**config.mk**
```make
export PLATFORM = sky130hd
export DESIGN_NAME = pqp_cell
export DESIGN_NICKNAME = d
export VERILOG_FILES = /design/src/rtl/palette_quantize_pack_assert.svh /design/src/rtl/pqp_pkg.sv /design/src/rtl/pqp_cell.sv
export SDC_FILE = /design/constraint.sdc
export NUM_CORES = 1
export LEC_CHECK = 0
export BUFFER_PORTS_ARGS = -buffer_cell sky130_fd_sc_hd__buf_4
export CAP_MARGIN = 10
export CORE_UTILIZATION = 55
export DETAILED_ROUTE_END_ITERATION = 8
export PLACE_DENSITY = 0.74
export SLEW_MARGIN = 30
export SYNTH_ARGS = -nofsm -noshare
export SYNTH_HDL_FRONTEND = slang
export SYNTH_SLANG_ARGS = --single-unit
```
**constraint.sdc**
```tcl
create_clock -name clk -period 15.5 [get_ports clk]
set_input_delay 0 -clock clk [delete_from_list [all_inputs] [get_ports clk]]
set_output_delay 0 -clock clk [all_outputs]
set_load 0.02 [all_outputs]
```
**src/rtl/palette_quantize_pack_assert.svh**
```systemverilog
// Assertion macros for the palette quantizer RTL, included by the packer.
// Each use expects clk in scope; PQP_ASSERT also expects rst_n.
`ifndef PALETTE_QUANTIZE_PACK_ASSERT_SVH
`define PALETTE_QUANTIZE_PACK_ASSERT_SVH

`ifndef NO_ASSERTIONS

`define PQP_ASSERT(label, prop) \
    label: assert property (@(posedge clk) disable iff (!rst_n) (prop)) \
        else $error("palette quantizer check failed");

`define PQP_ASSERT_ALWAYS(label, prop) \
    label: assert property (@(posedge clk) (prop)) \
        else $error("palette quantizer check failed");

`else

`define PQP_ASSERT(label, prop)

`define PQP_ASSERT_ALWAYS(label, prop)

`endif

`endif

```
**src/rtl/pqp_pkg.sv**
```systemverilog
`default_nettype none

package pqp_pkg;

    localparam int PALETTE_DEPTH = 256;
    localparam int FIXED_ENTRIES = 2;

    localparam int BLACK_THRESHOLD_W = 22;
    localparam int COLOR_COUNT_W     = 9;
    localparam int CHAN_W            = 8;
    localparam int INDEX_W           = 8;
    localparam int SQ_W              = 16;
    localparam int DIST_W            = 18;

    localparam logic [BLACK_THRESHOLD_W-1:0] BLACK_THRESHOLD_RESET = 22'd1275000;
    localparam logic [COLOR_COUNT_W-1:0]     COLOR_COUNT_RESET     = 9'd2;

    localparam logic REG_BLACK_THRESHOLD = 1'b0;
    localparam logic REG_COLOR_COUNT     = 1'b1;

    localparam logic [INDEX_W-1:0] IDX_WHITE = 8'd0;
    localparam logic [INDEX_W-1:0] IDX_BLACK = 8'd1;

    localparam logic [23:0] WHITE_RGB = 24'hFFFFFF;
    localparam logic [23:0] BLACK_RGB = 24'h000000;

    localparam int LUMA_R = 2126;
    localparam int LUMA_G = 7152;
    localparam int LUMA_B = 722;

    typedef struct packed {
        logic                valid;
        logic                is_write;
        logic [CHAN_W-1:0]   red;
        logic [CHAN_W-1:0]   green;
        logic [CHAN_W-1:0]   blue;
        logic [INDEX_W-1:0]  idx;
        logic                row_end;
        logic [DIST_W-1:0]   best_dist;
        logic [INDEX_W-1:0]  best_idx;
    } tok_t;

    function automatic logic [1:0] bpp_log2(input logic [COLOR_COUNT_W-1:0] count);
        logic [1:0] r;
        if (count <= 9'd2)
            r = 2'd0;
        else if (count <= 9'd4)
            r = 2'd1;
        else if (count <= 9'd16)
            r = 2'd2;
        else
            r = 2'd3;
        return r;
    endfunction

endpackage

`default_nettype wire

```
**src/rtl/pqp_cell.sv**
```systemverilog
`default_nettype none

module pqp_cell #(
    parameter int IDX = 2
) (
    input  wire logic                              clk,
    input  wire logic                              rst_n,
    input  wire logic                              adv,
    input  wire logic [pqp_pkg::COLOR_COUNT_W-1:0] color_count,
    input  wire pqp_pkg::tok_t                     tok_in,
    output pqp_pkg::tok_t                          tok_out
);

    localparam logic [pqp_pkg::INDEX_W-1:0]       IDX_CODE = pqp_pkg::INDEX_W'(IDX);
    localparam logic [pqp_pkg::COLOR_COUNT_W-1:0] IDX_CNT  = pqp_pkg::COLOR_COUNT_W'(IDX);

    logic [23:0] entry;

    pqp_pkg::tok_t                tok_a_reg;
    logic [pqp_pkg::SQ_W-1:0]     sq_r_reg;
    logic [pqp_pkg::SQ_W-1:0]     sq_g_reg;
    logic [pqp_pkg::SQ_W-1:0]     sq_b_reg;
    pqp_pkg::tok_t                tok_b_reg;

    logic signed [8:0]            dr;
    logic signed [8:0]            dg;
    logic signed [8:0]            db;
    logic signed [17:0]           pr;
    logic signed [17:0]           pg;
    logic signed [17:0]           pb;
    logic [pqp_pkg::DIST_W-1:0]   dist_sum;
    logic                         active;
    pqp_pkg::tok_t                tok_b_next;

    generate
        if (IDX == 0) begin : g_white
            assign entry = pqp_pkg::WHITE_RGB;
        end else if (IDX == 1) begin : g_black
            assign entry = pqp_pkg::BLACK_RGB;
        end else begin : g_loadable
            logic [23:0] entry_reg;
            always_ff @(posedge clk)
            begin
                if (adv && tok_in.valid && tok_in.is_write && tok_in.idx == IDX_CODE)
                begin
                    entry_reg <= {tok_in.red, tok_in.green, tok_in.blue};
                end
            end
            assign entry = entry_reg;
        end
    endgenerate

    always_comb
    begin
        dr = $signed({1'b0, tok_in.red})   - $signed({1'b0, entry[23:16]});
        dg = $signed({1'b0, tok_in.green}) - $signed({1'b0, entry[15:8]});
        db = $signed({1'b0, tok_in.blue})  - $signed({1'b0, entry[7:0]});
        pr = dr * dr;
        pg = dg * dg;
        pb = db * db;
    end

    always_ff @(posedge clk or negedge rst_n)
    begin
        if (!rst_n)
        begin
            tok_a_reg <= '0;
            tok_b_reg <= '0;
        end
        else if (adv)
        begin
            tok_a_reg <= tok_in;
            tok_b_reg <= tok_b_next;
        end
    end

    always_ff @(posedge clk)
    begin
        if (adv)
        begin
            sq_r_reg <= pr[pqp_pkg::SQ_W-1:0];
            sq_g_reg <= pg[pqp_pkg::SQ_W-1:0];
            sq_b_reg <= pb[pqp_pkg::SQ_W-1:0];
        end
    end

    always_comb
    begin
        dist_sum = pqp_pkg::DIST_W'(sq_r_reg) + pqp_pkg::DIST_W'(sq_g_reg)
                 + pqp_pkg::DIST_W'(sq_b_reg);
        active = (IDX < pqp_pkg::FIXED_ENTRIES) || (IDX_CNT < color_count);
        tok_b_next = tok_a_reg;
        if (tok_a_reg.valid && !tok_a_reg.is_write && active
            && dist_sum < tok_a_reg.best_dist)
        begin
            tok_b_next.best_dist = dist_sum;
            tok_b_next.best_idx  = IDX_CODE;
        end
    end

    assign tok_out = tok_b_reg;

endmodule

`default_nettype wire

```
==> metrics.md <==
| Metric | Value |
|---|---|
| Max cap viols | `0` |
| Reg area | `5125 um^2` |
| Drt first pass iters | `5` |
| Die X | `roughly 170 um` |
| Largest family of logic cells by synthesized area | `adder cells` |
| Worst clock skew | `between 0.02 and 0.025 ns` |
| Initial core utilization | `a little under three fifths` |
| Area leader, netlist | `fa_1` |
| Grt total ovfl | `0` |
| Nets | `2108` |
| Final Hold Fails | `0` |
| Critical Path AT | `6.98 ns` |
| Xor/xnor cell area share of the yosys netlist | `around 5.4%` |
| Clock sinks | `191` |
| Avg Vias per Cell | `roughly 5.2` |
| IO Count | `134` |
| F_max | `between 100 and 150 MHz` |
| Run status | `finished, final reports clean` |
| YS warnings | `0` |
| Clock Path Buffers | `2` |
| R2r startpoint | `entry[0]$_DFFE_PP_` |
| Top-count cell post-synth | `inv_1` |
| RR Endpoint | `sq_b_reg[14]$_DFFE_PP_` |
| Slowest CP cell | `a2111oi_0` |
| Max-slew headroom | `between 30% and 40%` |
| Peak fanout along the critical path | `8` |
| Post-synth EDFFs | `69` |
| Avg Cell Area, Syn | `around 11 um^2` |
| Synth Area in Adders | `~33%` |
| Initial antenna violation count | `0` |
| Largest net degree at the start of global routing | `75` |
| Gpl congestion | `just under 0.9` |
| Num CTS Buffers | `17` |
| Area contributors post-synth | `fa_1 20%, dfrtp_1 19%, ha_1 13%, edfxtp_1 13%, inv_1 6.6%` |
| Syn-to-layout area delta | `16.29%` |
| Crit-path max cell delay | `roughly 0.58 ns` |
| Fill cells | `about 2200` |
| Core area | `just under 30000 um^2` |
| Synthesized flop and latch total | `approximately 190` |
| Die area | `slightly above 30000 um^2` |
| Worst-path clk slew | `around 0.080 ns` |
| Hold Path Sink | `tok_out[12]$_DFFE_PN0P_` |
| CTS tree | `built` |
| Diodes inserted | `0` |
| Max-slew violations | `0` |
| Fin Setup TNS | `0 ns` |
| Tightest Pin Transition | `about 0.93 ns` |
| Vias in the first global route | `about 12000` |
| IO buf count | `around 130` |
| Final clock period utilization by the worst path | `a little over two fifths` |
| Multi-input logic area | `roughly 10000 um^2` |
| Yosys cell types | `74` |
| Hold Crit Depth | `2` |
| Final Setup Violations | `0` |
| WL final | `approximately 33000 um` |
| Worst r2r path cells | `25` |
| Synthesized netlist cell count | `roughly 1500` |
| Post-synthesis sequential area ratio | `a little under a third` |
| Synthesized-area fraction occupied by and/or/nand/nor cells | `~7.7%` |
| First-pass GRT wire length | `55830 um` |
| Commonest cells in the synthesized netlist | `287 x inv_1, 169 x ha_1, 164 x fa_1` |
| Post-Syn Area | `approximately 16000 um^2` |
| Beginning of the worst hold path | `adv` |
| Die height | `between 150 and 200 um` |
| Routed vias | `between 10000 and 15000` |
| Clock Tree Root | `clkbuf_16` |
| Share of the synthesized area in the top cell type | `20.17%` |
| Critical Path RT | `15.68 ns` |
| Post-route DRC | `0` |
| Primary FF master, synth | `dfrtp_1` |
| RSZ-0062 raised after global routing | `no` |
| Worst Setup SP | `entry[0]$_DFFE_PP_` |
| Gr usage total | `a little under a quarter` |
| Min Tclk post-route | `a little under 7 ns` |
| Critical path class | `reg -> reg` |
| Post-cts resize count | `0` |
| Site row count | `between 60 and 70` |
| DP HPWL | `25140 um` |
| DR WL/cell | `15.54 um` |
| Startpoint class of the critical path | `flop` |
| CP Capture Type | `flop` |
| Post-synth ARST share | `a little under two thirds` |
| Remaining antenna violation count | `0` |
| Path type of the worst min-delay path | `in -> reg` |
| Fraction of layout cells with a size suffix above 1 | `16.62%` |
| Clk_lat worst skew | `0.45 ns` |
| Mux cell area share after synthesis | `between 6 and 7%` |
| Synth Area in Compound Gates | `under 10%` |
| H-tree depth | `4` |
| R2R Setup Slk | `~8.7 ns` |
| Initial DRC Count | `~550` |
-- critical path: cells and delay by family (launching register included) --
family | cells | cell delay [ns]
XOR/XNOR | 1 | 0.09
buffers and inverters | 6 | 0.32
AO/OA/AOI/OAI | 8 | 1.86
adder cells (fa/ha/maj) | 8 | 3.49
flip-flops | 1 | 0.40
AND/OR/NAND/NOR | 2 | 0.37
-- layer usage --
layer	vias up	GRT usage (%)	share of wire [%]
met1	5427	30.85	46
li1	5285	-	-
met4	0	6.360	1.5
met5	-	0	0
met3	38	2.997	3.5
met2	241	39.17	49
-- placed cells by master, fill, tap and decap left out, drive strengths merged, types with 6 or more instances in the layout --
cell	n
o21bai	7
nand2b	13
dlygate4sd3	62
clkinv	8
nand2	108
edfxtp	69
a211oi	6
and2	12
a31oi	6
a21o	20
or2	10
fa	164
dfrtp	122
clkbuf	18
o21ai	43
nor3	6
a21oi	54
nor2	87
mux2	84
buf	138
o211ai	7
o21a	12
ha	169
nor2b	16
xnor2	72
mux2i	15
xor2	23
o22ai	9
inv	296
-- kinds of logic after synthesis --
group                      after synthesis
AOI/OAI and AO/OA                      198
xor gates and xnor gates                95
muxes                                   99
DFF                                    191
and+or+nand+nor                        273
other                                    2
buffers and inverters                  321
adders and majority gates              333
-- final cells by class --
| class | count | share of cell area [%] |
|---|---|---|
| Tap cell | 384 | 2.538 |
| Clock buffer | 18 | 2.320 |
| Multi-Input combinational cell | 1001 | 52.59 |
| Timing Repair Buffer | 200 | 8.791 |
| Clock inverter | 14 | 0.9122 |
| Inverter | 291 | 5.770 |
| Sequential cell | 191 | 27.07 |
-- what timing repair did --
item	4_1_cts	5_1_grt
hold buffers	62	0
hold endpoints to repair	149	0
setup buffers	0	0
-- worst max-delay path by stage --
| stage | endpoint | slack (ns) |
|---|---|---|
| 2_1_floorplan | sq_b_reg[14]$_DFFE_PP_ | 9.25 |
| 6_report | sq_b_reg[14]$_DFFE_PP_ | 8.71 |
| 3_5_place_dp | sq_g_reg[14]$_DFFE_PP_ | 8.60 |
| 5_1_grt | sq_b_reg[14]$_DFFE_PP_ | 8.29 |
| 3_3_place_gp | sq_g_reg[14]$_DFFE_PP_ | 8.73 |
| 4_1_cts | sq_g_reg[14]$_DFFE_PP_ | 8.56 |
-- per-stage QoR --
step	worst slack [ns]	util [%]	instances	area (um^2)	hold slack, ns
after detailed placement	8.603	61.11	2005	17680	0.02228
final	8.705	65.42	2099	18930	0.02915
after global routing	8.292	65.42	2099	18930	0.06163
after global placement	8.729	61.11	2005	17680	0.02117
after CTS	8.561	65.37	2099	18920	0.01254
after floorplan	9.252	-	1513	16280	-0.2956
Power is not shown: default switching activity piles up to over one toggle a cycle in this logic, so the estimate is an artifact.
