--- src/rtl/palette_quantize_pack_assert.svh ---
// Assertion macros for the palette quantizer RTL, included by the packer.
// Each use expects clk in scope; PQP_ASSERT also expects rst_n.
`ifndef PALETTE_QUANTIZE_PACK_ASSERT_SVH
`define PALETTE_QUANTIZE_PACK_ASSERT_SVH

`ifndef NO_ASSERTIONS

`define PQP_ASSERT(label, prop) \
    label: assert property (@(posedge clk) disable iff (!rst_n) (prop)) \
        else $error("palette quantizer check failed");

`define PQP_ASSERT_ALWAYS(label, prop) \
    label: assert property (@(posedge clk) (prop)) \
        else $error("palette quantizer check failed");

`else

`define PQP_ASSERT(label, prop)

`define PQP_ASSERT_ALWAYS(label, prop)

`endif

`endif

--- src/rtl/pqp_pkg.sv ---
`default_nettype none

package pqp_pkg;

    localparam int PALETTE_DEPTH = 256;
    localparam int FIXED_ENTRIES = 2;

    localparam int BLACK_THRESHOLD_W = 22;
    localparam int COLOR_COUNT_W     = 9;
    localparam int CHAN_W            = 8;
    localparam int INDEX_W           = 8;
    localparam int SQ_W              = 16;
    localparam int DIST_W            = 18;

    localparam logic [BLACK_THRESHOLD_W-1:0] BLACK_THRESHOLD_RESET = 22'd1275000;
    localparam logic [COLOR_COUNT_W-1:0]     COLOR_COUNT_RESET     = 9'd2;

    localparam logic REG_BLACK_THRESHOLD = 1'b0;
    localparam logic REG_COLOR_COUNT     = 1'b1;

    localparam logic [INDEX_W-1:0] IDX_WHITE = 8'd0;
    localparam logic [INDEX_W-1:0] IDX_BLACK = 8'd1;

    localparam logic [23:0] WHITE_RGB = 24'hFFFFFF;
    localparam logic [23:0] BLACK_RGB = 24'h000000;

    localparam int LUMA_R = 2126;
    localparam int LUMA_G = 7152;
    localparam int LUMA_B = 722;

    typedef struct packed {
        logic                valid;
        logic                is_write;
        logic [CHAN_W-1:0]   red;
        logic [CHAN_W-1:0]   green;
        logic [CHAN_W-1:0]   blue;
        logic [INDEX_W-1:0]  idx;
        logic                row_end;
        logic [DIST_W-1:0]   best_dist;
        logic [INDEX_W-1:0]  best_idx;
    } tok_t;

    function automatic logic [1:0] bpp_log2(input logic [COLOR_COUNT_W-1:0] count);
        logic [1:0] r;
        if (count <= 9'd2)
            r = 2'd0;
        else if (count <= 9'd4)
            r = 2'd1;
        else if (count <= 9'd16)
            r = 2'd2;
        else
            r = 2'd3;
        return r;
    endfunction

endpackage

`default_nettype wire

--- src/rtl/pqp_packer.sv ---
`default_nettype none

`include "palette_quantize_pack_assert.svh"

module pqp_packer #(
    parameter int PALETTE_DEPTH = pqp_pkg::PALETTE_DEPTH
) (
    input  wire logic                                  clk,
    input  wire logic                                  rst_n,
    input  wire logic                                  adv,
    input  wire logic [pqp_pkg::BLACK_THRESHOLD_W-1:0] black_threshold,
    input  wire logic [pqp_pkg::COLOR_COUNT_W-1:0]     color_count,
    input  wire pqp_pkg::tok_t                         tok,
    output logic                                       out_valid,
    output logic [7:0]                                 packed_byte,
    output logic                                       row_last
);

    localparam logic [pqp_pkg::COLOR_COUNT_W-1:0] DEPTH_CNT =
        pqp_pkg::COLOR_COUNT_W'(PALETTE_DEPTH);
    localparam logic [pqp_pkg::COLOR_COUNT_W-1:0] FIXED_CNT =
        pqp_pkg::COLOR_COUNT_W'(pqp_pkg::FIXED_ENTRIES);
    localparam logic [pqp_pkg::INDEX_W-1:0] FIXED_IDX =
        pqp_pkg::INDEX_W'(pqp_pkg::FIXED_ENTRIES);

    logic [pqp_pkg::COLOR_COUNT_W-1:0]   cnt;
    logic [1:0]                          bpp_log;
    logic [pqp_pkg::INDEX_W-1:0]         color_sel;

    logic                                t1_valid_reg;
    logic                                t1_is_write_reg;
    logic                                t1_row_end_reg;
    logic [pqp_pkg::INDEX_W-1:0]         t1_color_reg;
    logic [19:0]                         t1_lr_reg;
    logic [20:0]                         t1_lg_reg;
    logic [17:0]                         t1_lb_reg;

    logic [7:0]                          acc_reg;
    logic [7:0]                          acc_next;
    logic [2:0]                          slot_reg;
    logic [2:0]                          slot_next;
    logic                                out_valid_reg;
    logic [7:0]                          byte_reg;
    logic [7:0]                          byte_next;
    logic                                row_last_reg;

    logic [pqp_pkg::BLACK_THRESHOLD_W-1:0] luma;
    logic [pqp_pkg::INDEX_W-1:0]         color_fin;
    logic [3:0]                          slot_inc;
    logic [6:0]                          used;
    logic [7:0]                          mask;
    logic [3:0]                          shamt;
    logic [7:0]                          acc_upd;
    logic                                emit;
    logic                                load;

    always_comb
    begin
        cnt       = (color_count > DEPTH_CNT) ? DEPTH_CNT : color_count;
        bpp_log   = pqp_pkg::bpp_log2(cnt);
        color_sel = (cnt <= FIXED_CNT) ? pqp_pkg::IDX_WHITE : tok.best_idx;
    end

    always_ff @(posedge clk or negedge rst_n)
    begin
        if (!rst_n)
        begin
            t1_valid_reg  <= 1'b0;
            acc_reg       <= '0;
            slot_reg      <= '0;
            out_valid_reg <= 1'b0;
        end
        else if (adv)
        begin
            t1_valid_reg  <= tok.valid;
            acc_reg       <= acc_next;
            slot_reg      <= slot_next;
            out_valid_reg <= load;
        end
    end

    always_ff @(posedge clk)
    begin
        if (adv)
        begin
            t1_is_write_reg <= tok.is_write;
            t1_row_end_reg  <= tok.row_end;
            t1_color_reg    <= color_sel;
            t1_lr_reg       <= 20'(pqp_pkg::LUMA_R * tok.red);
            t1_lg_reg       <= 21'(pqp_pkg::LUMA_G * tok.green);
            t1_lb_reg       <= 18'(pqp_pkg::LUMA_B * tok.blue);
            if (load)
            begin
                byte_reg     <= byte_next;
                row_last_reg <= t1_row_end_reg;
            end
        end
    end

    always_comb
    begin
        luma = pqp_pkg::BLACK_THRESHOLD_W'(t1_lr_reg) + pqp_pkg::BLACK_THRESHOLD_W'(t1_lg_reg)
             + pqp_pkg::BLACK_THRESHOLD_W'(t1_lb_reg);
        color_fin = (t1_color_reg < FIXED_IDX && luma <= black_threshold)
                  ? pqp_pkg::IDX_BLACK : t1_color_reg;

        case (bpp_log)
            2'd0:    mask = 8'h01;
            2'd1:    mask = 8'h03;
            2'd2:    mask = 8'h0F;
            default: mask = 8'hFF;
        endcase

        slot_inc = {1'b0, slot_reg} + 4'd1;
        used     = 7'(slot_inc) << bpp_log;
        shamt    = 4'(7'd8 - used);

        acc_next  = acc_reg;
        slot_next = slot_reg;
        acc_upd   = acc_reg;
        byte_next = acc_reg;
        emit      = 1'b0;
        load      = 1'b0;

        if (t1_valid_reg && !t1_is_write_reg)
        begin
            if (used <= 7'd8)
            begin
                acc_upd   = acc_reg | ((color_fin & mask) << shamt);
                slot_next = slot_inc[2:0];
                acc_next  = acc_upd;
                emit      = (used == 7'd8) || t1_row_end_reg;
            end
            else
            begin
                emit = 1'b1;
            end
            if (emit)
            begin
                load      = 1'b1;
                byte_next = acc_upd;
                acc_next  = '0;
                slot_next = '0;
            end
        end
    end

    assign out_valid   = out_valid_reg;
    assign packed_byte = byte_reg;
    assign row_last    = row_last_reg;

    `PQP_ASSERT(a_row_end_clears, adv && t1_valid_reg && !t1_is_write_reg && t1_row_end_reg |=> slot_reg == 3'd0 && acc_reg == 8'd0)
    `PQP_ASSERT(a_write_no_result, adv && t1_valid_reg && t1_is_write_reg |=> !out_valid_reg)
    `PQP_ASSERT(a_hold_on_stall, !adv |=> $stable(slot_reg) && $stable(acc_reg) && $stable(byte_reg))

endmodule

`default_nettype wire

--- config.mk ---
export PLATFORM = sky130hd
export DESIGN_NAME = pqp_packer
export DESIGN_NICKNAME = d
export VERILOG_FILES = /design/src/rtl/pqp_pkg.sv /design/src/rtl/pqp_packer.sv
export VERILOG_INCLUDE_DIRS = /design/src /design/src/rtl
export SDC_FILE = /design/constraint.sdc
export NUM_CORES = 1
export LEC_CHECK = 0
export BUFFER_PORTS_ARGS = -buffer_cell sky130_fd_sc_hd__buf_2
export CORE_MARGIN = 8
export CORE_UTILIZATION = 61
export CTS_CLUSTER_SIZE = 10
export DETAILED_ROUTE_END_ITERATION = 8
export GPL_TIMING_DRIVEN = 1
export PLACE_DENSITY = 0.83
export SKIP_LAST_GASP = 1
export SLEW_MARGIN = 20
export SYNTH_ARGS = -nofsm -noshare
export SYNTH_HDL_FRONTEND = slang
export SYNTH_SLANG_ARGS = --single-unit
export TNS_END_PERCENT = 100
--- constraint.sdc ---
create_clock -name clk -period 6.8 [get_ports clk]
set_input_delay 0.34 -clock clk [delete_from_list [all_inputs] [get_ports clk]]
set_output_delay 0.34 -clock clk [all_outputs]
set_load 0.01 [all_outputs]
==> impl_metrics.ini, run 1 <==
[setup_path]
timing.critical_path.to_type = flop
critical-path-slowest-cell = fa_1
critPathArrivalTime_ns = 5.42
critical_path_peak_fanout = 4
worst_r2r_path_depth = 21
r2r-start = t1_lr_reg[4]
startpoint_type = flop
r2r_setup_slack_ns = 1.60
critical-path-max-stage-delay_ns = 0.52
critical_path.reg2reg.endpoint = packed_byte[6]
critical_path.cell_chain = inv_1 > fa_1 > inv_1 > ha_1 > o21ai_0 > o21a_1 > o211ai_1 > nand2_1 > o211ai_1 > or4_1 > a31oi_1 > o21ai_0 > ha_1 > nand4_1 > or4_1 > nor4_2 > o21a_1 > a21oi_2 > mux2i_1 > mux2_2 > a31o_2
timing_worst_setup_path_type = reg2reg
worst-endpoint-required_ns = 7.02

[routing]
detailedRoute.firstIterationViolations = 457
postRouteAntennaNets = 0
postRouteWirelength_um = 17900
vias = 6527
drc = 0
wire_per_inst_um = 15.5
via_count_normalized_by_instance_count = 5.66
detail_route.first_pass.iterations = 5

[pwr]
power.static_leakage_nw = 4.92
netSwitchingPower_mw = 2.00
power.internal_mw = 2.45
power_frac_seq_pct = 19.6
power_share_of_the_combinational_group_pct = 70.1
sw_frac_of_total_pct = 44.9
totalPowerFinal_mw = 4.44
worst_ir_drop_vdd_mv = 0.286
power.clock.fraction_pct = 10.3
powerDensity_mw_per_mm2 = 444

[synthesis]
synth_enable_flop_cells = 72
synth.yosys.seq_area_share_pct = 27.2
mappedNetlistArea_mm2 = 0.00915
count_of_state_elements_after_synthesis = 85
syn_avg_cell_area_um2 = 10.4
syn_inst = 880
synthesis.nets = 1212
synthDistinctLibCells = 76
ys.flop_type = edfxtp_1
yosys_warnings = 0
fraction_of_registers_with_async_set_or_reset_after_synthesis_pct = 15.3

[finish]
post_layout_nonfiller_instances = 1154
area_delta_synth_final_pct = 9.47
final_net_count = 1297
area.sequential_mm2 = 0.00249
antenna_fix_cells = 0
postLayoutCoreUtil_pct = 68.6
mostFrequentLayoutCells = ha_1 (174), inv_1 (151), buf_2 (78)
multiInputGateArea_mm2 = 0.00604
final_common_cell = ha_1
fillerInstances = 1075
max_ffs_per_register = 19
final_layout_size_suffix_gt1_share_pct = 13.2
stdcell_area_mm2 = 0.0100

[placed_design]
gp_congestion = 0.920
placement_stage_worst_setup_slack_ns = 1.62
port_buffers = 78
placed_cells = 1137
placed_area_mm2 = 0.00972
place_hpwl_um = 15000

[job]
max-cap-violations = 0

[min_path]
timing.hold.worst_endpoint = t1_row_end_reg
min_path_type = in2reg
min_from = tok[26]
min_path_cells = 1

[clocking]
cts.repair_timing.setup_buffer_count = 0
clkSinkCount = 85
cts_max_path_buffers = 2
clk_root_buffer_cell = clkbuf_16
clk_transition_reported_paths_ns = 0.07
tritoncts = built
cts-htree-levels = 3
worst_skew_pair.late_latency_ns = 0.35
cts-buffers-inserted = 9

[timing]
fin_crit_ns = 5.20
rsz0062_at_grt = false
finalClockSkew_ns = 0.0112
slew_headroom_pct = 36.7
setup_violations = 0
worstMarginPinSlew_ns = 0.949
max_freq_mhz = 192
final_hold_viol_count = 0
drv_slew = 0
totalNegativeSetupSlack_ns = 0
postLayoutSetupSlackWorst_ns = 1.60
finalHoldWorstSlack_ns = 0.176
timing.final.crit_share_pct = 76.5

[global_route]
grt_antenna_before_repair = 0
track_usage_pct = 19.1
gr-total-overflow = 0
wire_length_of_the_first_global_routing_pass_um = 30800
grt_pass1_vias = 6737
maximum_number_of_pins_on_one_net_before_global_route_repair = 68

[run_status]
status = finished, final reports clean

[floorplan]
fp.dieW_um = 138
floorplan.rows = 44
design.portCount = 105
floorplan.die.height_um = 138
design.core.area_mm2 = 0.0146
initial_utilization_pct = 62.7
die_area_mm2 = 0.0192
## per-layer routing
metal,wire [um],up-vias,GRT usage [%]
met5,0,-,0
met2,8590,166,33.3
met1,8110,3096,23.7
li1,-,3237,-
met4,419,0,6.06
met3,816,28,3.12
## power by group through the flow
stage	Combinational [mW]	Clock (mW)	Sequential [mW]
3_5_place_dp	3.07	0	0.883
5_1_grt	3.55	0.486	0.887
4_1_cts	3.11	0.463	0.874
6_report	3.11	0.456	0.873
2_1_floorplan	2.48	0	0.852
3_3_place_gp	2.95	0	0.878
## Yosys cell counts, types with 3 or more instances
cell      count  share of area, %
nand4_1       9              0.62
ha_1        174                24
o31ai_1       5              0.41
o21a_1        6              0.49
mux2_2        4              0.49
and2b_1       4              0.33
nand4b_1      3              0.29
nor2_1       37               1.5
and3_1        3              0.21
a31oi_1       8              0.55
dfrtp_1      13               3.6
edfxtp_1     72                24
a21oi_1      43               2.4
nand2b_1      7              0.48
a21boi_0      3              0.25
nand3_1      12              0.66
a32o_1        3              0.33
or2_2         3              0.21
a21o_1       14               1.1
and2_1        6              0.41
a211oi_1      5              0.41
a31o_2        4              0.38
nor3_1       22               1.2
xnor2_1      40               3.8
or3_1         3              0.21
xor2_1       11               1.1
mux2i_1       5              0.55
o21ai_0      30               1.6
inv_1       151               6.2
o211ai_1      3              0.25
nand2_1      41               1.7
o21bai_1      5              0.41
nor2b_1      16               1.1
fa_1         63                14
## area by class of cell
cell class | count | share of cell area (%)
Inverter | 151 | 5.66
Timing Repair Buffer | 80 | 4.07
Clock inverter | 7 | 0.550
Sequential cell | 85 | 24.8
Clock buffer | 9 | 2.25
Multi-Input combinational cell | 638 | 60.3
Tap cell | 184 | 2.30
## logic make-up after synthesis
logic type,share of synthesized area (%)
and+or+nand+nor,11.1
AOI/OAI and AO/OA,11.2
buffers and inverters,6.77
DFF,27.2
adders and majority gates,37.6
xor gates and xnor gates,4.88
muxes,1.29
## critical path: cells and delay by family (launching register included)
| family | cells | cell delay [ns] |
|---|---|---|
| compound gates | 9 | 1.45 |
| buf+inv | 2 | 0.09 |
| simple gates | 5 | 1.54 |
| flops | 1 | 0.32 |
| fa+ha+maj | 3 | 1.17 |
| mux | 2 | 0.50 |
## worst max-delay path by stage
stage	cells after the start	from	slack, ns	to
floorplan	21	t1_lr_reg[4]	2.07	packed_byte[4]
global placement	21	t1_lr_reg[4]	1.63	packed_byte[6]
detailed placement	21	t1_lr_reg[4]	1.62	packed_byte[6]
CTS	21	t1_lr_reg[4]	1.60	packed_byte[6]
global route	21	t1_lr_reg[2]	1.17	packed_byte[6]
finish	21	t1_lr_reg[4]	1.60	packed_byte[6]
## what timing repair did
| item | 4_1_cts | 5_1_grt |
|---|---|---|
| endpoints found under the hold margin | 13 | 0 |
| hold buffers | 1 | 0 |
| resized for setup | 0 | 0 |
| endpoints found under the setup margin | 0 | 0 |
Note: power is estimated with default switching activity, not from simulation.
==> inputs of run 2 (changes only) <==
Settings changed: ABC_AREA set to 1.
Clock period 6.8 ns to 4.8 ns, I/O delays scaled along.
==> impl_metrics.ini, run 2 <==
[global_route]
wire_length_of_the_first_global_routing_pass_um = 31600
grt_pass1_vias = 7223
grt_antenna_before_repair = 0
gr-total-overflow = 0
maximum_number_of_pins_on_one_net_before_global_route_repair = 42
track_usage_pct = 20.0

[timing]
fin_crit_ns = 4.61
final_hold_viol_count = 0
max_freq_mhz = 217
slew_headroom_pct = 41.0
timing.final.crit_share_pct = 96.1
worstMarginPinSlew_ns = 0.882
finalHoldWorstSlack_ns = 0.0739
finalClockSkew_ns = 0.00758
setup_violations = 0
rsz0062_at_grt = true
drv_slew = 0

[floorplan]
design.core.area_mm2 = 0.0150
floorplan.die.height_um = 139
design.portCount = 105
initial_utilization_pct = 61.6
floorplan.rows = 45
die_area_mm2 = 0.0193
fp.dieW_um = 139

[synthesis]
synthesis.nets = 1340
synth_largest_area_cell = ha_1
synth.top_cells.by_area = ha_1 (24%), edfxtp_1 (23%), fa_1 (14%)
synthTopCellsByCount = inv_1 (215), ha_1 (174), nand2_1 (139)
syn_inst = 1008
syn_avg_cell_area_um2 = 9.15
mappedNetlistArea_mm2 = 0.00922
yosys.area.top_type_share_pct = 23.6
synthDistinctLibCells = 46
ys.flop_type = edfxtp_1
synth.yosys.seq_area_share_pct = 27.0
yosys_warnings = 0
fraction_of_registers_with_async_set_or_reset_after_synthesis_pct = 15.3
synth_enable_flop_cells = 72
cell_with_the_most_instances_after_synthesis = inv_1
count_of_state_elements_after_synthesis = 85

[placed_design]
gp_congestion = 0.937
port_buffers = 78
place_hpwl_um = 15800
placed_area_mm2 = 0.00986

[clocking]
cts-buffers-inserted = 9
tritoncts = built
cts_max_path_buffers = 2
clk_root_buffer_cell = clkbuf_16
clkSinkCount = 85
worst_skew_pair.late_latency_ns = 0.35
clk_transition_reported_paths_ns = 0.06
cts-htree-levels = 3

[finish]
area_delta_synth_final_pct = 12.1
antenna_fix_cells = 0
stdcell_area_mm2 = 0.0103
max_ffs_per_register = 19
final_layout_size_suffix_gt1_share_pct = 15.0
mostFrequentLayoutCells = inv_1 (214), ha_1 (171), nand2_1 (127)
final_common_cell = inv_1
final_net_count = 1437

[routing]
drc = 0
postRouteWirelength_um = 19000
via_count_normalized_by_instance_count = 5.31
detail_route.first_pass.iterations = 6
detailedRoute.firstIterationViolations = 328
wire_per_inst_um = 14.7
vias = 6886
postRouteAntennaNets = 0

[run_status]
status = finished, final reports clean

[setup_path]
timing_worst_setup_path_type = reg2reg
timing.critical_path.to_type = flop
critPathArrivalTime_ns = 4.89
critical-path-max-stage-delay_ns = 0.57
worst_r2r_path_depth = 33
critical-path-top-cell-by-count = nand2_1
critical_path_peak_fanout = 4
worst-endpoint-required_ns = 5.08
startpoint_type = flop
critical-path-slowest-cell = fa_1

[pwr]
worst_ir_drop_vdd_mv = 0.431
power.static_leakage_nw = 5.42
powerDensity_mw_per_mm2 = 658
totalPowerFinal_mw = 6.80

[min_path]
min_path_type = in2reg
min_path_cells = 1

[job]
max-cap-violations = 0
run 2: cell types whose count changed in the layout (fill, tap and decap cells not counted), moves of 16 or more:
cell	change
inv_1	+63
a21oi_1	+23
xnor2_1	-22
nor2b_1	-16
nand3_1	+20
nor2_1	+24
xor2_1	+24
nand2_1	+86
nor3_1	-18
nand2_2	+22
run 2: kinds of logic (layout without fill, tap and decap cells):
logic type / Yosys count / in the layout / synth area share (%)
AO/OA/AOI/OAI: 128 / 128 / 7.56
XOR/XNOR: 53 / 53 / 5.04
adder cells (fa/ha/maj): 237 / 237 / 37.3
buffers and inverters: 227 / 329 / 9.35
flip-flops: 85 / 85 / 27.0
AND/OR/NAND/NOR: 278 / 278 / 13.8
run 2: final timing paths:
kind	startpoint	end	slack, ns
max	t1_lr_reg[6]	acc_reg[2]	0.19
min	tok[26]	t1_row_end_reg	0.07
max reg2reg	t1_lr_reg[6]	acc_reg[2]	0.19
min reg2reg	acc_reg[2]	acc_reg[2]	0.48
max in group asynchronous	rst_n	slot_reg[0]	4.21
min in group asynchronous	rst_n	acc_reg[4]	0.34
run 2: routing by layer:
layer | GRT usage, % | part of all wire (%) | wire (um) | vias up
met1 | 21.8 | 40 | 7600 | 3208
met5 | 0 | 0 | 0 | -
met4 | 8.38 | 2.9 | 550 | 0
met3 | 4.10 | 4.8 | 904 | 44
met2 | 37.1 | 52 | 9980 | 173
li1 | - | - | - | 3461
run 2: power breakdown:
| group | switching [mW] | internal [mW] | leakage [nW] |
|---|---|---|---|
| Sequential | 0.111 | 1.12 | 0.874 |
| Clock | 0.283 | 0.451 | 0.154 |
| Combinational | 2.77 | 2.07 | 4.39 |
| Total | 3.16 | 3.64 | 5.42 |
run 2: worst max-delay path: cells and delay by family (launching register included):
kind                       cells  cell delay (ns)
AOI/OAI and AO/OA              8             1.02
xor gates and xnor gates       1             0.15
adders and majority gates      3             1.16
buffers and inverters          2             0.23
DFF                            1             0.40
and+or+nand+nor               19             1.60
run 2: metrics by stage:
step / setup WS, ns / cells / setup TNS [ns] / utilization [%]
floorplan: 0.633 / 1008 / 0 / -
global route: -0.169 / 1298 / -1.07 / 69.0
global placement: 0.129 / 1275 / 0 / 65.8
finish: 0.186 / 1298 / 0 / 69.0
detailed placement: -0.00365 / 1275 / -0.00365 / 65.8
CTS: 0.00498 / 1292 / 0 / 68.0
run 2: cell type report:
cell class / instances / area [um2]
multi-input combinational: 696 / 5970
fill: 1119 / 4640
sequential: 85 / 2490
inverter: 223 / 838
timing repair buffer: 90 / 483
clock buffer: 12 / 268
tap: 188 / 235
clock inverter: 4 / 55.1
run 2: repair_timing:
| item | 4_1_cts | 5_1_grt |
|---|---|---|
| hold buffers | 1 | 0 |
| pin swaps | 0 | 18 |
| setup endpoints to repair | 1 | 16 |
| hold endpoints to repair | 13 | 0 |
| buffers inserted | 0 | 6 |
| gates resized for setup | 1 | 33 |
==> inputs of run 3 (changes only) <==
Settings changed: ABC_AREA 1 to not set.
==> impl_metrics.ini, run 3 (synthesis results as in run 1) <==
[timing]
setup_violations = 1
drv_slew = 0
finalHoldWorstSlack_ns = 0.0726
max_freq_mhz = 208
timing.final.crit_share_pct = 100
fin_crit_ns = 4.82
final_hold_viol_count = 0
postLayoutSetupSlackWorst_ns = -0.0174
finalClockSkew_ns = 0.0142
worstMarginPinSlew_ns = 0.853
slew_headroom_pct = 43.1
rsz0062_at_grt = true

[routing]
drc = 0
via_count_normalized_by_instance_count = 5.72
detailedRoute.firstIterationViolations = 613
wire_per_inst_um = 16.4
postRouteWirelength_um = 19200
postRouteAntennaNets = 0
detail_route.first_pass.iterations = 5
vias = 6716

[floorplan]
die_area_mm2 = 0.0192
floorplan.die.height_um = 138
fp.dieW_um = 138
design.portCount = 105
initial_utilization_pct = 62.7
floorplan.rows = 44
design.core.area_mm2 = 0.0146

[finish]
postLayoutCoreUtil_pct = 71.2
final_net_count = 1317
final_layout_size_suffix_gt1_share_pct = 17.2
antenna_fix_cells = 0
mostFrequentLayoutCells = ha_1 (172), inv_1 (149), buf_2 (78)
max_ffs_per_register = 19
area_delta_synth_final_pct = 13.5
final_common_cell = ha_1
post_layout_nonfiller_instances = 1174

[setup_path]
worst_r2r_path_depth = 21
critical_path.reg2reg.endpoint = packed_byte[4]
timing_worst_setup_path_type = reg2reg
critPathArrivalTime_ns = 5.03
critical_path.cell_chain = inv_2 > fa_1 > inv_2 > ha_4 > a211oi_4 > o21a_1 > o211ai_1 > nand2_1 > o211ai_1 > or4_4 > a31oi_4 > xnor2_1 > ha_1 > nand4_1 > or4_4 > nor4_4 > o21a_1 > a21oi_4 > or3_1 > and3_4 > o21bai_2
worst-endpoint-required_ns = 5.01
critical_path_peak_fanout = 3
critical-path-slowest-cell = fa_1
crit_buf_inv = 2
timing.critical_path.to_type = flop
startpoint_type = flop
r2r_setup_slack_ns = -0.02
r2r-start = t1_lr_reg[4]
critical-path-max-stage-delay_ns = 0.54
critical-path-top-delay-family = simple AND/OR/NAND/NOR gates

[clocking]
clk_transition_reported_paths_ns = 0.07
cts-htree-levels = 3
clk_root_buffer_cell = clkbuf_16
tritoncts = built
worst_skew_pair.late_latency_ns = 0.35
cts-buffers-inserted = 9
cts_max_path_buffers = 2
clkSinkCount = 85

[job]
max-cap-violations = 0

[run_status]
failed_checks = negative setup slack
status = finished, violations left

[min_path]
min_path_type = in2reg
min_from = tok[59]
min_path_cells = 1
timing.hold.worst_endpoint = t1_is_write_reg

[pwr]
totalPowerFinal_mw = 6.97
powerDensity_mw_per_mm2 = 671
power.static_leakage_nw = 5.08
worst_ir_drop_vdd_mv = 0.499

[global_route]
wire_length_of_the_first_global_routing_pass_um = 31700
grt_antenna_before_repair = 0
grt_pass1_vias = 6848
track_usage_pct = 19.8
maximum_number_of_pins_on_one_net_before_global_route_repair = 68
gr-total-overflow = 0

[placed_design]
placed_cells = 1155
place_hpwl_um = 15500
port_buffers = 78
gp_congestion = 0.894
[run 3: area by class of cell]
type,instances,area (um2)
inverters,151,567
clock inverters,5,41.3
fillers,987,4200
clock buffers,11,275
repair buffers,100,558
flip-flops and latches,85,2490
well taps,184,230
multi-input cells,638,6230
[run 3: timing repair]
item                                   4_1_cts  5_1_grt
endpoints found under the hold margin       13        0
gates resized for setup                     10       29
setup buffers                                0        3
hold buffers                                 1        0
setup endpoints to repair                   16       16
pin swaps                                    2       20
[run 3: worst max path at each step]
stage,startpoint,to,slack [ns],cells past startpoint
3_5_place_dp,t1_lr_reg[4],packed_byte[4],-0.25,21
2_1_floorplan,t1_lr_reg[4],packed_byte[4],0.07,21
6_report,t1_lr_reg[4],packed_byte[4],-0.02,21
3_3_place_gp,t1_lr_reg[4],packed_byte[4],-0.14,21
4_1_cts,t1_lr_reg[4],packed_byte[4],-0.03,21
5_1_grt,t1_lr_reg[4],packed_byte[4],-0.22,21
[run 3: per-layer routing]
| metal | share of wire (%) | global-route usage [%] | vias up |
|---|---|---|---|
| li1 | - | - | 3272 |
| met1 | 43 | 24.6 | 3238 |
| met2 | 50 | 34.8 | 185 |
| met3 | 4.9 | 2.91 | 21 |
| met4 | 1.6 | 5.89 | 0 |
| met5 | 0 | 0 | - |
[run 3: per-stage QoR]
step	TNS [ns]	cell area (um2)	setup slack, ns
6_report	-0.0174	10400	-0.0174
2_1_floorplan	0	9150	0.0659
3_5_place_dp	-2.13	9860	-0.252
5_1_grt	-1.80	10400	-0.218
4_1_cts	-0.0344	10200	-0.0344
3_3_place_gp	-0.576	9860	-0.141
[run 3: where the power goes]
part           switching [mW]  internal (mW)
combinational            2.72           2.28
clock                   0.304          0.422
sequential              0.125           1.12
total                    3.15           3.82
